**src/design/ibb_pkg.sv**
```systemverilog
package ibb_pkg;

	// Default sizes
	localparam int PAL_DEPTH_DEF    = 256;
	localparam int COORD_BITS_DEF   = 12;
	// Coordinates travel in the job queue at the widest supported size
	localparam int JOB_COORD_BITS   = 16;
	localparam int JOB_QUEUE_DEPTH  = 4;
	localparam int RES_QUEUE_DEPTH  = 4;

	// Input operation codes
	typedef enum logic [1:0] {
		OP_PAL_WR = 2'd0,
		OP_ROW    = 2'd1,
		OP_DATA   = 2'd2,
		OP_NONE   = 2'd3
	} op_e;

	// Pixel modes
	localparam logic [2:0] MODE_1BPP  = 3'd0;
	localparam logic [2:0] MODE_2BPP  = 3'd1;
	localparam logic [2:0] MODE_4BPP  = 3'd2;
	localparam logic [2:0] MODE_8BPP  = 3'd3;
	localparam logic [2:0] MODE_24BPP = 3'd4;

	// Orientations
	localparam logic [1:0] ORIENT_0   = 2'd0;
	localparam logic [1:0] ORIENT_90  = 2'd1;
	localparam logic [1:0] ORIENT_180 = 2'd2;
	localparam logic [1:0] ORIENT_270 = 2'd3;

	// Register indexes
	localparam logic [2:0] REG_PIXEL_MODE  = 3'd0;
	localparam logic [2:0] REG_KEY_ENABLE  = 3'd1;
	localparam logic [2:0] REG_KEY_COLOR   = 3'd2;
	localparam logic [2:0] REG_FB_LEFT     = 3'd3;
	localparam logic [2:0] REG_FB_TOP      = 3'd4;
	localparam logic [2:0] REG_FB_WIDTH    = 3'd5;
	localparam logic [2:0] REG_FB_HEIGHT   = 3'd6;
	localparam logic [2:0] REG_ORIENTATION = 3'd7;

	typedef struct packed {
		logic [2:0]  pixel_mode;
		logic        key_enable;
		logic [23:0] key_color;
		logic [11:0] fb_left;
		logic [11:0] fb_top;
		logic [12:0] fb_width;
		logic [12:0] fb_height;
		logic [1:0]  orientation;
	} cfg_t;

	typedef struct packed {
		op_e         op;
		logic [7:0]  palette_index;
		logic [23:0] palette_color;
		logic [11:0] dest_x;
		logic [11:0] dest_y;
		logic [12:0] pixel_count;
		logic [2:0]  left_bit_offset;
		logic [7:0]  data_byte;
	} item_t;

	typedef struct packed {
		logic [23:0] pixel_offset;
		logic [23:0] color;
		logic        last;
	} res_t;

	typedef enum logic {
		JOB_WRITE = 1'b0,
		JOB_PIXEL = 1'b1
	} job_kind_e;

	// One entry of the queue between front and back
	typedef struct packed {
		job_kind_e                 kind;
		logic                      is_end;  // final pixel position of its transaction
		logic                      direct;  // color holds a direct 24-bit color
		logic [7:0]                index;   // palette index (lookup or write)
		logic [23:0]               color;
		logic [JOB_COORD_BITS-1:0] x;
		logic [JOB_COORD_BITS-1:0] y;
	} job_t;

endpackage

```
**src/design/ibb_fifo.sv**
```systemverilog
module ibb_fifo import ibb_pkg::*; #(
	parameter int WIDTH = 8,
	parameter int DEPTH = 4
) (
	input  logic             clk,
	input  logic             arst_n,
	input  logic             push,
	input  logic [WIDTH-1:0] wdata,
	output logic             full,
	input  logic             pop,
	output logic [WIDTH-1:0] rdata,
	output logic             empty
);

	localparam int PW = (DEPTH > 1) ? $clog2(DEPTH) : 1;
	localparam int CW = $clog2(DEPTH + 1);

	logic [WIDTH-1:0] entries_q [DEPTH];
	logic [PW-1:0]    wr_ptr_q;
	logic [PW-1:0]    rd_ptr_q;
	logic [CW-1:0]    count_q;
	logic             do_push;
	logic             do_pop;

	assign full    = (count_q == CW'(DEPTH));
	assign empty   = (count_q == '0);
	assign do_push = push && !full;
	assign do_pop  = pop && !empty;
	assign rdata   = entries_q[rd_ptr_q];

	// Storage
	always_ff @(posedge clk) begin
		if (do_push) begin
			entries_q[wr_ptr_q] <= wdata;
		end
	end

	// Pointers and fill count
	always_ff @(posedge clk or negedge arst_n) begin
		if (!arst_n) begin
			wr_ptr_q <= '0;
			rd_ptr_q <= '0;
			count_q  <= '0;
		end else begin
			if (do_push) begin
				wr_ptr_q <= (wr_ptr_q == PW'(DEPTH - 1)) ? '0 : wr_ptr_q + 1'b1;
			end
			if (do_pop) begin
				rd_ptr_q <= (rd_ptr_q == PW'(DEPTH - 1)) ? '0 : rd_ptr_q + 1'b1;
			end
			if (do_push && !do_pop) begin
				count_q <= count_q + 1'b1;
			end else if (!do_push && do_pop) begin
				count_q <= count_q - 1'b1;
			end
		end
	end

	a_count_bound: assert property (@(posedge clk) disable iff (!arst_n)
		count_q <= CW'(DEPTH))
		else $error("fifo fill count beyond depth");

endmodule

```
**config.mk**
```make
export PLATFORM = sky130hd
export DESIGN_NAME = ibb_fifo
export DESIGN_NICKNAME = d
export VERILOG_FILES = /design/src/design/ibb_pkg.sv /design/src/design/ibb_fifo.sv
export SDC_FILE = /design/constraint.sdc
export NUM_CORES = 1
export LEC_CHECK = 0
export ABC_AREA = 1
export BUFFER_PORTS_ARGS = -buffer_cell sky130_fd_sc_hd__buf_2
export CORE_MARGIN = 2
export CORE_UTILIZATION = 56
export DETAILED_ROUTE_END_ITERATION = 16
export PLACE_DENSITY_LB_ADDON = 0.2
export REMOVE_ABC_BUFFERS = 1
export SYNTH_ARGS = -nofsm -noshare
export SYNTH_HDL_FRONTEND = slang
export SYNTH_SLANG_ARGS = --single-unit
export TNS_END_PERCENT = 1
```
**constraint.sdc**
```tcl
create_clock -name clk -period 2.2 [get_ports clk]
set_clock_uncertainty 0.2 [all_clocks]
set_input_delay 0 -clock clk [delete_from_list [all_inputs] [get_ports clk]]
set_output_delay 0 -clock clk [all_outputs]
set_load 0.005 [all_outputs]
```
==> results.yml <==
routing:
  drt_pre_antenna_iters: 4
  via_per_inst: 4.787
  routed_wirelength_um: 2930
  ant_nets: 0
  wl_per_cell_um: 12.26
  drc: 0
  num_vias: 1144
  drt_iter0_drc: 35
clock_network:
  clk_latency_ps: 340
  cts.path.max_buffers: 2
  postCtsSetupBuffers: 0
  clock_sinks: 39
  cts-root-buf: "clkbuf_4"
  cts_buffers: 5
  clk_pin_slew_ps: 110
  cts_tree: "done"
  htreeDepth: 2
pwr:
  p_seq_share_pct: 42.1
  p_per_area_nw_per_um2: 1230
  power.share.combinational_pct: 35.7
  leakagePower_uw: 0.0009600
  swShare_pct: 33.83
  p_clk_share_pct: 22.2
  vdd_drop_max_mv: 0.6842
  total_power_uw: 2617
  p_switching_uw: 885.4
  internal-power_uw: 1732
yosys:
  synth.distinct_cells: 16
  ys_warn_count: 0
  synth_area_um2: 1759
  ys_ff_latch: 39
  avgSynthCellArea_um2: 11.42
  synthCells: 154
  yosysSeqAreaShare_pct: 64.58
global_route:
  grt_start_max_net_pins: 36
  grt_overflow: 0
  grt_pass1_vias: 1115
  grt_use_met1_pct: 20.12
  antenna_found_initial: 0
  grt.busiest_layer: "met2"
  gr-usage-met2_pct: 34.16
  grt_pass1_wl_um: 4678
  use_met3_pct: 3.896
  grt.total_usage_pct: 18.57
timing:
  fin_crit_sh_pct: 92.69
  worst_slew_margin_rel_pct: 70.07
  hold_viol: 0
  setup-violations-final: 0
  hold_ws_ps: 201.6
  finalCriticalPeriod_ps: 2039
  fmax_mhz: 490.4
  tightest_slew_ps: 449.0
  drv_slew: 0
die:
  core_area_um2: 3028
  die_height_um: 60.05
  start_util_pct: 58.10
  die_w_um: 60.05
  dieArea_um2: 3606
  ios: 22
  row_count: 20
setup_path:
  critPathRequiredTime_ps: 2250
  path_delay_family: "simple AND/OR/NAND/NOR gates"
  cp-end-kind: "flop"
  r2r-start: "count_q[0]"
  cpMostUsedCell: "nand2_1"
  max_stage_delay_ps: 450
  cpMaxStageDelayCell: "dfrtp_1"
  worst-path-max-fanout: 4
  start_kind: "flop"
  critPathLaunch: "count_q[0]"
  cp_num_buf_inv: 2
  crit_chain: "inv_2, nand3_1, nand2_1, ha_1, inv_1, fa_1, nand2_1, nand3_1, nand2_1, nand2_1"
  r2r_slack_ps: 160
  path_class: "flop to flop"
  cp.arrival_ps: 2090
finish:
  area_delta_synth_final_pct: 20.91
  postLayoutCoreUtil_pct: 70.25
  final_layout_size_suffix_gt1_share_pct: 18.97
  finalInstanceArea_um2: 2127
  diodes: 0
  nets: 213
run_status:
  status: "finished, final reports clean"
placement:
  dp_hpwl_um: 1938
  placement.cell_area_um2: 1901
  gp_congestion: 0.6871
  port_buffers: 21
worst_hold_path:
  min_path_type: "primary input to flop"
  hold_start: "wdata[5]"
job:
  max_cap_violations: 0
kinds of logic (layout without fill, tap and decap cells):
family                     after synthesis  in the layout  share of synthesized area, %
DFF                                     39             39                         64.58
buffers and inverters                   37             78                         10.03
AOI/OAI and AO/OA                       17             17                         7.397
xor gates and xnor gates                 1              1                        0.4980
and+or+nand+nor                         53             53                         12.09
adders and majority gates                7              7                         5.405
stage by stage:
step | setup TNS [ps] | setup slack, ps | instances
6_report | 0 | 160.8 | 239
5_1_grt | -3.683 | -3.683 | 239
4_1_cts | 0 | 144.6 | 239
3_5_place_dp | 0 | 160.8 | 219
3_3_place_gp | 0 | 251.2 | 219
2_1_floorplan | 0 | 306.9 | 149
power groups by stage:
stage / Combinational, uW / Clock (uW) / Sequential [uW]
finish: 934 / 582 / 1100
CTS: 948 / 594 / 1100
global placement: 875 / 0 / 1110
floorplan: 535 / 0 / 1150
global route: 1080 / 621 / 1120
detailed placement: 922 / 0 / 1120
layout make-up:
| class | count | area, um2 |
|---|---|---|
| timing repair buffer | 38 | 262.8 |
| fill | 230 | 900.9 |
| sequential | 39 | 1136 |
| clock inverter | 2 | 60.06 |
| inverter | 32 | 120.1 |
| tap | 44 | 55.05 |
| multi-input combinational | 78 | 451.7 |
| clock buffer | 6 | 41.29 |
state kept, by name (all words and copies together), names as in the netlist:
name and cells:
rd_ptr_q 2, wr_ptr_q 2, entries_q 32, count_q 3
metal layers:
| layer | vias up | share of wire (%) |
|---|---|---|
| li1 | 588 | - |
| met1 | 533 | 43 |
| met2 | 17 | 52 |
| met3 | 6 | 2.9 |
| met4 | 0 | 2.0 |
| met5 | - | 0 |
synth_stat cells, drive strengths merged:
master,instances,area (um2)
ha,6,75.07
fa,1,20.02
inv,32,120.1
o21ai,1,5.000
o211ai,16,125.1
nand3,7,35.03
nand2,39,148.9
dfrtp,7,175.2
nand4,1,6.260
nor2,6,22.52
edfxtp,32,960.9
xnor2,1,8.760
buf,5,56.30
worst paths after layout:
kind / end / cells after the start
hold / removal: entries_q[1][5] / 2
hold reg to reg: count_q[2] / 2
setup / recovery: count_q[2] / 10
min in group asynchronous: count_q[2] / 3
setup reg to reg: count_q[2] / 10
max in group asynchronous: count_q[1] / 3
worst register-to-register path, cell delays in order, from the launching register on:
cell	delay (ps)
dfrtp_1	450
inv_2	100
nand3_1	140
nand2_1	140
ha_1	180
inv_1	60
fa_1	390
nand2_1	110
nand3_1	80
nand2_1	60
nand2_1	40
placed cells by master (no fill, tap or decap):
cell type,n
nand2_1,38
edfxtp_1,32
inv_1,31
buf_2,21
o211ai_1,15
dlygate4sd3_1,12
dfrtp_1,7
nand3_1,6
nor2_1,6
ha_1,6
clkbuf_4,5
buf_4,5
bufinv_16,2
inv_2,1
nand3_2,1
nand2_2,1
o211ai_2,1
o21ai_0,1
xnor2_1,1
nand4_1,1
fa_1,1
clkbuf_1,1
repair_timing:
item | CTS | global route
endpoints found under the hold margin | 44 | 0
hold buffers | 12 | 0
resized for setup | 0 | 1
setup endpoints to repair | 0 | 1
Power figures use the tool's default switching activity.
