===== src/design/ibb_pkg.sv =====
package ibb_pkg;

	// Default sizes
	localparam int PAL_DEPTH_DEF    = 256;
	localparam int COORD_BITS_DEF   = 12;
	// Coordinates travel in the job queue at the widest supported size
	localparam int JOB_COORD_BITS   = 16;
	localparam int JOB_QUEUE_DEPTH  = 4;
	localparam int RES_QUEUE_DEPTH  = 4;

	// Input operation codes
	typedef enum logic [1:0] {
		OP_PAL_WR = 2'd0,
		OP_ROW    = 2'd1,
		OP_DATA   = 2'd2,
		OP_NONE   = 2'd3
	} op_e;

	// Pixel modes
	localparam logic [2:0] MODE_1BPP  = 3'd0;
	localparam logic [2:0] MODE_2BPP  = 3'd1;
	localparam logic [2:0] MODE_4BPP  = 3'd2;
	localparam logic [2:0] MODE_8BPP  = 3'd3;
	localparam logic [2:0] MODE_24BPP = 3'd4;

	// Orientations
	localparam logic [1:0] ORIENT_0   = 2'd0;
	localparam logic [1:0] ORIENT_90  = 2'd1;
	localparam logic [1:0] ORIENT_180 = 2'd2;
	localparam logic [1:0] ORIENT_270 = 2'd3;

	// Register indexes
	localparam logic [2:0] REG_PIXEL_MODE  = 3'd0;
	localparam logic [2:0] REG_KEY_ENABLE  = 3'd1;
	localparam logic [2:0] REG_KEY_COLOR   = 3'd2;
	localparam logic [2:0] REG_FB_LEFT     = 3'd3;
	localparam logic [2:0] REG_FB_TOP      = 3'd4;
	localparam logic [2:0] REG_FB_WIDTH    = 3'd5;
	localparam logic [2:0] REG_FB_HEIGHT   = 3'd6;
	localparam logic [2:0] REG_ORIENTATION = 3'd7;

	typedef struct packed {
		logic [2:0]  pixel_mode;
		logic        key_enable;
		logic [23:0] key_color;
		logic [11:0] fb_left;
		logic [11:0] fb_top;
		logic [12:0] fb_width;
		logic [12:0] fb_height;
		logic [1:0]  orientation;
	} cfg_t;

	typedef struct packed {
		op_e         op;
		logic [7:0]  palette_index;
		logic [23:0] palette_color;
		logic [11:0] dest_x;
		logic [11:0] dest_y;
		logic [12:0] pixel_count;
		logic [2:0]  left_bit_offset;
		logic [7:0]  data_byte;
	} item_t;

	typedef struct packed {
		logic [23:0] pixel_offset;
		logic [23:0] color;
		logic        last;
	} res_t;

	typedef enum logic {
		JOB_WRITE = 1'b0,
		JOB_PIXEL = 1'b1
	} job_kind_e;

	// One entry of the queue between front and back
	typedef struct packed {
		job_kind_e                 kind;
		logic                      is_end;  // final pixel position of its transaction
		logic                      direct;  // color holds a direct 24-bit color
		logic [7:0]                index;   // palette index (lookup or write)
		logic [23:0]               color;
		logic [JOB_COORD_BITS-1:0] x;
		logic [JOB_COORD_BITS-1:0] y;
	} job_t;

endpackage


===== src/design/ibb_front.sv =====
module ibb_front import ibb_pkg::*; #(
	parameter int COORD_BITS = COORD_BITS_DEF
) (
	input  logic  clk,
	input  logic  arst_n,
	input  cfg_t  cfg,
	input  item_t item,
	input  logic  push,
	output logic  full,
	output job_t  job,
	output logic  job_push,
	input  logic  q_full
);

	// Held transaction
	item_t      item_s1;
	logic       valid_s1;
	logic       first_s1;
	logic [3:0] pos_s1;

	// Row state
	logic [COORD_BITS-1:0] cur_x_q;
	logic [COORD_BITS-1:0] cur_y_q;
	logic [12:0]           pixels_left_q;
	logic [2:0]            bit_pos_q;
	logic [15:0]           gather_q;
	logic [1:0]            gather_cnt_q;

	logic       accept;
	logic       done;
	logic       row_load;
	logic       px_step;
	logic       gather_add;
	logic       gather_clr;
	logic       bitpos_clr;
	logic       sub_adv;
	logic [4:0] p5;
	logic [4:0] bpp;
	logic       fits;
	logic       last_pix;
	logic [7:0] shifted;
	logic [7:0] sub_idx;

	assign full   = valid_s1 && !done;
	assign accept = push && !full;

	// Sub-byte unpacking position
	always_comb begin
		p5      = first_s1 ? {2'b00, bit_pos_q} : {1'b0, pos_s1};
		bpp     = 5'd1 << cfg.pixel_mode[1:0];
		fits    = (p5 + bpp) <= 5'd8;
		last_pix = (pixels_left_q == 13'd1) || ((p5 + (bpp << 1)) > 5'd8);
		shifted = 8'(item_s1.data_byte << p5[2:0]);
		unique case (cfg.pixel_mode[1:0])
			2'd0:    sub_idx = {7'b0, shifted[7]};
			2'd1:    sub_idx = {6'b0, shifted[7:6]};
			default: sub_idx = {4'b0, shifted[7:4]};
		endcase
	end

	// Classify the held transaction and produce at most one job per cycle while the job queue has room
	always_comb begin
		done       = 1'b0;
		job_push   = 1'b0;
		row_load   = 1'b0;
		px_step    = 1'b0;
		gather_add = 1'b0;
		gather_clr = 1'b0;
		bitpos_clr = 1'b0;
		sub_adv    = 1'b0;
		job.kind   = JOB_PIXEL;
		job.is_end = 1'b1;
		job.direct = 1'b0;
		job.index  = item_s1.data_byte;
		job.color  = {item_s1.data_byte, gather_q};
		job.x      = JOB_COORD_BITS'(cur_x_q);
		job.y      = JOB_COORD_BITS'(cur_y_q);
		if (valid_s1) begin
			unique case (item_s1.op)
				OP_PAL_WR: begin
					job.kind  = JOB_WRITE;
					job.index = item_s1.palette_index;
					job.color = item_s1.palette_color;
					if (!q_full) begin
						job_push = 1'b1;
						done     = 1'b1;
					end
				end
				OP_ROW: begin
					row_load = 1'b1;
					done     = 1'b1;
				end
				OP_DATA: begin
					priority if (pixels_left_q == '0 || cfg.pixel_mode > MODE_24BPP) begin
						done = 1'b1;
					end else if (cfg.pixel_mode == MODE_8BPP) begin
						if (!q_full) begin
							job_push = 1'b1;
							px_step  = 1'b1;
							done     = 1'b1;
						end
					end else if (cfg.pixel_mode == MODE_24BPP) begin
						job.direct = 1'b1;
						if (gather_cnt_q < 2'd2) begin
							gather_add = 1'b1;
							done       = 1'b1;
						end else if (!q_full) begin
							job_push   = 1'b1;
							px_step    = 1'b1;
							gather_clr = 1'b1;
							done       = 1'b1;
						end
					end else begin
						job.index  = sub_idx;
						job.is_end = last_pix;
						if (!fits) begin
							bitpos_clr = 1'b1;
							done       = 1'b1;
						end else if (!q_full) begin
							job_push = 1'b1;
							px_step  = 1'b1;
							if (last_pix) begin
								bitpos_clr = 1'b1;
								done       = 1'b1;
							end else begin
								sub_adv = 1'b1;
							end
						end
					end
				end
				OP_NONE: begin
					done = 1'b1;
				end
			endcase
		end
	end

	// Holding register for the accepted transaction
	always_ff @(posedge clk or negedge arst_n) begin
		if (!arst_n) begin
			valid_s1 <= 1'b0;
			first_s1 <= 1'b0;
		end else begin
			if (accept) begin
				valid_s1 <= 1'b1;
				first_s1 <= 1'b1;
			end else if (done) begin
				valid_s1 <= 1'b0;
			end else if (sub_adv) begin
				first_s1 <= 1'b0;
			end
		end
	end

	always_ff @(posedge clk) begin
		if (accept) begin
			item_s1 <= item;
		end
		if (sub_adv) begin
			pos_s1 <= p5[3:0] + bpp[3:0];
		end
	end

	// Row state updates
	always_ff @(posedge clk or negedge arst_n) begin
		if (!arst_n) begin
			cur_x_q       <= '0;
			cur_y_q       <= '0;
			pixels_left_q <= '0;
			bit_pos_q     <= '0;
			gather_q      <= '0;
			gather_cnt_q  <= '0;
		end else begin
			if (row_load) begin
				cur_x_q       <= COORD_BITS'(item_s1.dest_x);
				cur_y_q       <= COORD_BITS'(item_s1.dest_y);
				pixels_left_q <= item_s1.pixel_count;
				bit_pos_q     <= item_s1.left_bit_offset;
				gather_q      <= '0;
				gather_cnt_q  <= '0;
			end
			if (px_step) begin
				cur_x_q       <= cur_x_q + 1'b1;
				pixels_left_q <= pixels_left_q - 1'b1;
			end
			if (gather_add) begin
				if (gather_cnt_q == 2'd0) begin
					gather_q[7:0] <= item_s1.data_byte;
				end else begin
					gather_q[15:8] <= item_s1.data_byte;
				end
				gather_cnt_q <= gather_cnt_q + 1'b1;
			end
			if (gather_clr) begin
				gather_q     <= '0;
				gather_cnt_q <= '0;
			end
			if (bitpos_clr) begin
				bit_pos_q <= '0;
			end
		end
	end

	a_no_push_when_full: assert property (@(posedge clk) disable iff (!arst_n)
		job_push |-> !q_full)
		else $error("job pushed into a full queue");

	a_pos_in_byte: assert property (@(posedge clk) disable iff (!arst_n)
		(valid_s1 && !first_s1) |-> (pos_s1 <= 4'd8))
		else $error("unpack position past end of byte");

endmodule


===== config.mk =====
export PLATFORM = sky130hd
export DESIGN_NAME = ibb_front
export DESIGN_NICKNAME = d
export VERILOG_FILES = /design/src/design/ibb_pkg.sv /design/src/design/ibb_front.sv
export SDC_FILE = /design/constraint.sdc
export NUM_CORES = 1
export LEC_CHECK = 0
export BUFFER_PORTS_ARGS = -buffer_cell sky130_fd_sc_hd__buf_4
export CELL_PAD_IN_SITES_DETAIL_PLACEMENT = 0
export CELL_PAD_IN_SITES_GLOBAL_PLACEMENT = 1
export CORE_ASPECT_RATIO = 0.7
export CORE_MARGIN = 5
export CORE_UTILIZATION = 39
export CTS_BUF_LIST = sky130_fd_sc_hd__clkbuf_4 sky130_fd_sc_hd__clkbuf_8
export CTS_CLUSTER_DIAMETER = 100
export DETAILED_ROUTE_END_ITERATION = 7
export HOLD_SLACK_MARGIN = 0.08
export PLACE_DENSITY_LB_ADDON = 0.1
export SETUP_SLACK_MARGIN = 0.1
export SLEW_MARGIN = 10
export SYNTH_ARGS = -nofsm -noshare
export SYNTH_HDL_FRONTEND = slang
export SYNTH_SLANG_ARGS = --single-unit

===== constraint.sdc =====
create_clock -name clk -period 7.52 [get_ports clk]
set_input_delay 1.128 -clock clk [delete_from_list [all_inputs] [get_ports clk]]
set_output_delay 1.128 -clock clk [all_outputs]
set_load 0.005 [all_outputs]

==> run_summary.xml <==
<?xml version="1.0" encoding="UTF-8"?>
<metrics>
  <group name="finish">
    <metric name="num-fill-cells" unit="">1562</metric>
    <metric name="synthToLayoutAreaGrowth" unit="%">25.1</metric>
    <metric name="commonest_cells_after_routing_fill_and_taps_aside" unit="">nand2_1 (155), buf_4 (154), edfxtp_1 (86)</metric>
    <metric name="drive_gt1_share" unit="%">27.0</metric>
    <metric name="post_layout_nonfiller_instances" unit="">994</metric>
    <metric name="n_antenna_cell" unit="">0</metric>
    <metric name="final_nets" unit="">928</metric>
    <metric name="commonest_non_fill_non_tap_cell_in_the_layout" unit="">nand2_1</metric>
  </group>
  <group name="route">
    <metric name="number_of_optimization_iterations_in_the_first_detailed_route_pass" unit="">5</metric>
    <metric name="totalWireLength" unit="um">17400</metric>
    <metric name="via_count" unit="">5120</metric>
    <metric name="wire_per_inst" unit="um">17.5</metric>
    <metric name="drt-vias-per-instance" unit="">5.15</metric>
    <metric name="post-route-drc-count" unit="">0</metric>
    <metric name="dr.first_iter.drc_count" unit="">441</metric>
    <metric name="drt.antenna.violating_nets" unit="">0</metric>
  </group>
  <group name="timing">
    <metric name="setup_ws" unit="ns">2.27</metric>
    <metric name="finalCritPeriodShare" unit="%">69.9</metric>
    <metric name="slew_violations" unit="">0</metric>
    <metric name="timing.max_slew.rel_slack" unit="%">30.9</metric>
    <metric name="final_hold_viol_count" unit="">0</metric>
    <metric name="transition_time_at_the_pin_with_the_least_slew_margin" unit="ns">1.03</metric>
    <metric name="tns" unit="ns">0</metric>
    <metric name="rsz0062_at_grt" unit="">false</metric>
    <metric name="setup_viol" unit="">0</metric>
    <metric name="fin_worst_skew" unit="ns">0.0189</metric>
    <metric name="finalCriticalPeriod" unit="ns">5.25</metric>
    <metric name="maxClockFrequency" unit="MHz">190</metric>
  </group>
  <group name="clocking">
    <metric name="htree_levels" unit="">4</metric>
    <metric name="cts_inserted_buffers" unit="">17</metric>
    <metric name="cts-resized-gates" unit="">0</metric>
    <metric name="worst_skew_pair.late_latency" unit="ns">0.46</metric>
    <metric name="clk_root_buffer_cell" unit="">clkbuf_8</metric>
    <metric name="cts_num_sinks" unit="">146</metric>
    <metric name="worst_setup_hold_path_clk_slew" unit="ns">0.09</metric>
    <metric name="cts_setup_buffers" unit="">0</metric>
    <metric name="deepest_clock_path_buffer_count" unit="">2</metric>
    <metric name="clock_tree_from_tritoncts" unit="">done</metric>
    <metric name="cts_hold_buffers" unit="">0</metric>
  </group>
  <group name="global_route">
    <metric name="grt_first_pass_wirelength" unit="um">27300</metric>
    <metric name="grt_antenna_before_repair" unit="">0</metric>
    <metric name="globalRouteOverflowTotal" unit="">0</metric>
    <metric name="vias_in_the_first_global_route" unit="">5124</metric>
    <metric name="grt_start_max_net_pins" unit="">61</metric>
    <metric name="grt_use_total" unit="%">17.5</metric>
  </group>
  <group name="synthesis">
    <metric name="async_reset_ff_share" unit="%">41.1</metric>
    <metric name="netlist_area" unit="um^2">6650</metric>
    <metric name="post_synth_main_area_contributors" unit="">edfxtp_1 (39%), dfrtp_1 (23%), nand2_1 (8.8%)</metric>
    <metric name="yosys.cell_types.count" unit="">62</metric>
    <metric name="synth.yosys.seq_area_share" unit="%">61.4</metric>
    <metric name="most_frequently_used_flop_master_after_synthesis" unit="">edfxtp_1</metric>
    <metric name="synth_warnings" unit="">0</metric>
    <metric name="avgSynthCellArea" unit="um^2">11.0</metric>
    <metric name="synth_area_leader_cell" unit="">edfxtp_1</metric>
    <metric name="synthesis.instances" unit="">604</metric>
    <metric name="synth-edff-count" unit="">86</metric>
    <metric name="ys_ff_latch" unit="">146</metric>
    <metric name="yosysTopAreaCellShare" unit="%">38.8</metric>
  </group>
  <group name="hold_path">
    <metric name="worstHoldPathType" unit="">reg2reg</metric>
  </group>
  <group name="power">
    <metric name="leakage_power" unit="uW">0.00363</metric>
    <metric name="peak_supply_drop" unit="mV">0.0972</metric>
    <metric name="combinationalPowerShare" unit="%">19.2</metric>
    <metric name="power_frac_clock" unit="%">29.0</metric>
    <metric name="p_int" unit="uW">1360</metric>
    <metric name="switching_share" unit="%">30.3</metric>
    <metric name="power_per_cell_area" unit="nW/um^2">235</metric>
    <metric name="total_switching_power" unit="uW">593</metric>
    <metric name="share_seq_of_total_power" unit="%">51.8</metric>
  </group>
  <group name="flow_run">
    <metric name="max_cap_violations" unit="">0</metric>
  </group>
  <group name="setup_path">
    <metric name="critical_path.endpoint_type" unit="">output port</metric>
    <metric name="crit_arrival" unit="ns">4.12</metric>
    <metric name="path_class" unit="">reg2out</metric>
    <metric name="critical_path_maximum_fanout" unit="">34</metric>
    <metric name="critical_path.startpoint_type" unit="">flop</metric>
    <metric name="crit_required" unit="ns">6.39</metric>
  </group>
  <group name="placed_design">
    <metric name="port_buffers" unit="">149</metric>
    <metric name="global_placer_s_final_weighted_congestion" unit="">0.778</metric>
    <metric name="place.detailed.hpwl" unit="um">12000</metric>
    <metric name="post-place-ws" unit="ns">2.58</metric>
    <metric name="numPlacedInstances" unit="">962</metric>
  </group>
  <group name="floorplan">
    <metric name="pin_count" unit="">235</metric>
    <metric name="core_region_area" unit="um^2">17000</metric>
    <metric name="fp.dieArea" unit="um^2">19800</metric>
    <metric name="initial_utilization" unit="%">39.2</metric>
    <metric name="core.rowCount" unit="">40</metric>
    <metric name="chipHeight" unit="um">119</metric>
    <metric name="dieWidth" unit="um">166</metric>
  </group>
  <group name="outcome">
    <metric name="outcome" unit="">finished, final reports clean</metric>
  </group>
</metrics>
per-stage QoR:
stage / utilization [%] / hold WS (ns) / instance area [um^2] / power (uW)
after floorplan: - / 0.415 / 6680 / 1220
after global placement: 46.9 / 0.420 / 7960 / 1390
after detailed placement: 46.9 / 0.424 / 7960 / 1410
after CTS: 49.0 / 0.447 / 8320 / 1970
after global routing: 49.0 / 0.464 / 8320 / 2060
final: 49.0 / 0.442 / 8320 / 1960
per-layer routing:
| metal | global-route usage (%) | vias up | wire length, um |
|---|---|---|---|
| li1 | - | 2447 | - |
| met1 | 25.1 | 2491 | 8530 |
| met2 | 26.3 | 167 | 7650 |
| met3 | 4.81 | 15 | 1020 |
| met4 | 4.59 | 0 | 164 |
| met5 | 0 | - | 0 |
kinds of logic after synthesis:
kind of cell / count (synthesis) / synth area share (%)
and+or+nand+nor: 257 / 17.1
DFF: 146 / 61.4
AOI/OAI and AO/OA: 114 / 12.0
buffers and inverters: 53 / 3.74
muxes: 15 / 2.47
adders and majority gates: 13 / 2.54
xor gates and xnor gates: 5 / 0.659
other: 1 / 0.0564
area by class of cell:
cell class                 count  area [um^2]  area share, %
clock buffer                  17          234           2.81
clock inverter                15          120           1.44
inverter                      19         71.3          0.858
multi-input combinational    412         2360           28.4
sequential                   146         4080           49.1
tap                          231          289           3.48
timing repair buffer         154         1160           13.9
power by group through the flow:
| stage | sequential [uW] | clock (uW) | combinational [uW] |
|---|---|---|---|
| final | 1010 | 568 | 375 |
| after floorplan | 1010 | 0 | 211 |
| after CTS | 1010 | 583 | 380 |
| after detailed placement | 1030 | 0 | 378 |
| after global routing | 1020 | 617 | 418 |
| after global placement | 1020 | 0 | 368 |
worst max-delay path, stage by stage (launching register included):
cell and delay (ns):
dfrtp_1 0.53, mux2i_1 0.65, inv_1 0.24, ha_1 0.28
ha_1 0.18, a21oi_1 0.30, mux2i_1 0.18, o31ai_4 0.49
o22a_4 0.45, o21ai_0 0.16, buf_4 0.18
synthesized netlist by cell type (2+ instances only):
master,n
buf_6,2
nor2_1,24
nand3_1,27
a21o_1,4
xnor2_1,5
o22ai_1,5
a221o_1,12
o21ai_1,3
nor4_1,5
edfxtp_1,86
dfrtp_1,60
nor3_1,8
or2_2,5
and3_1,7
a22o_1,5
a22oi_1,3
o221ai_1,2
o211ai_1,5
nor2b_1,4
o2bb2ai_1,3
a31o_2,2
buf_4,9
mux2i_1,13
ha_1,11
and2_1,3
o21ai_0,18
clkbuf_1,22
a21oi_1,35
nor3b_1,6
nand2_1,155
inv_1,17
or3_1,5
o21a_1,3
nand3b_1,2
registers in the layout, summed over array words and instances (netlist names):
signal / count
cur_x_q: 12
first_s1: 1
gather_cnt_q: 2
pos_s1: 4
gather_q: 16
item_s1: 82
bit_pos_q: 3
pixels_left_q: 13
valid_s1: 1
cur_y_q: 12
final timing paths:
check                           cells past startpoint  slack (ns)                          end                  start
max in group asynchronous                           1        6.21  gather_cnt_q[1]$_DFFE_PN0P_                 arst_n
worst max register to register                     11        3.26        item_s1[51]$_DFFE_PP_   first_s1$_DFFE_PN0P_
worst min-delay path                                2        0.44       cur_y_q[7]$_DFFE_PN0P_  item_s1[31]$_DFFE_PP_
worst max-delay path                               10        2.27                     job_push   first_s1$_DFFE_PN0P_
worst min register to register                      2        0.44       cur_y_q[7]$_DFFE_PN0P_  item_s1[31]$_DFFE_PP_
min in group asynchronous                           1        0.76       cur_y_q[3]$_DFFE_PN0P_                 arst_n
No activity file was read; power rests on OpenSTA's default activity.
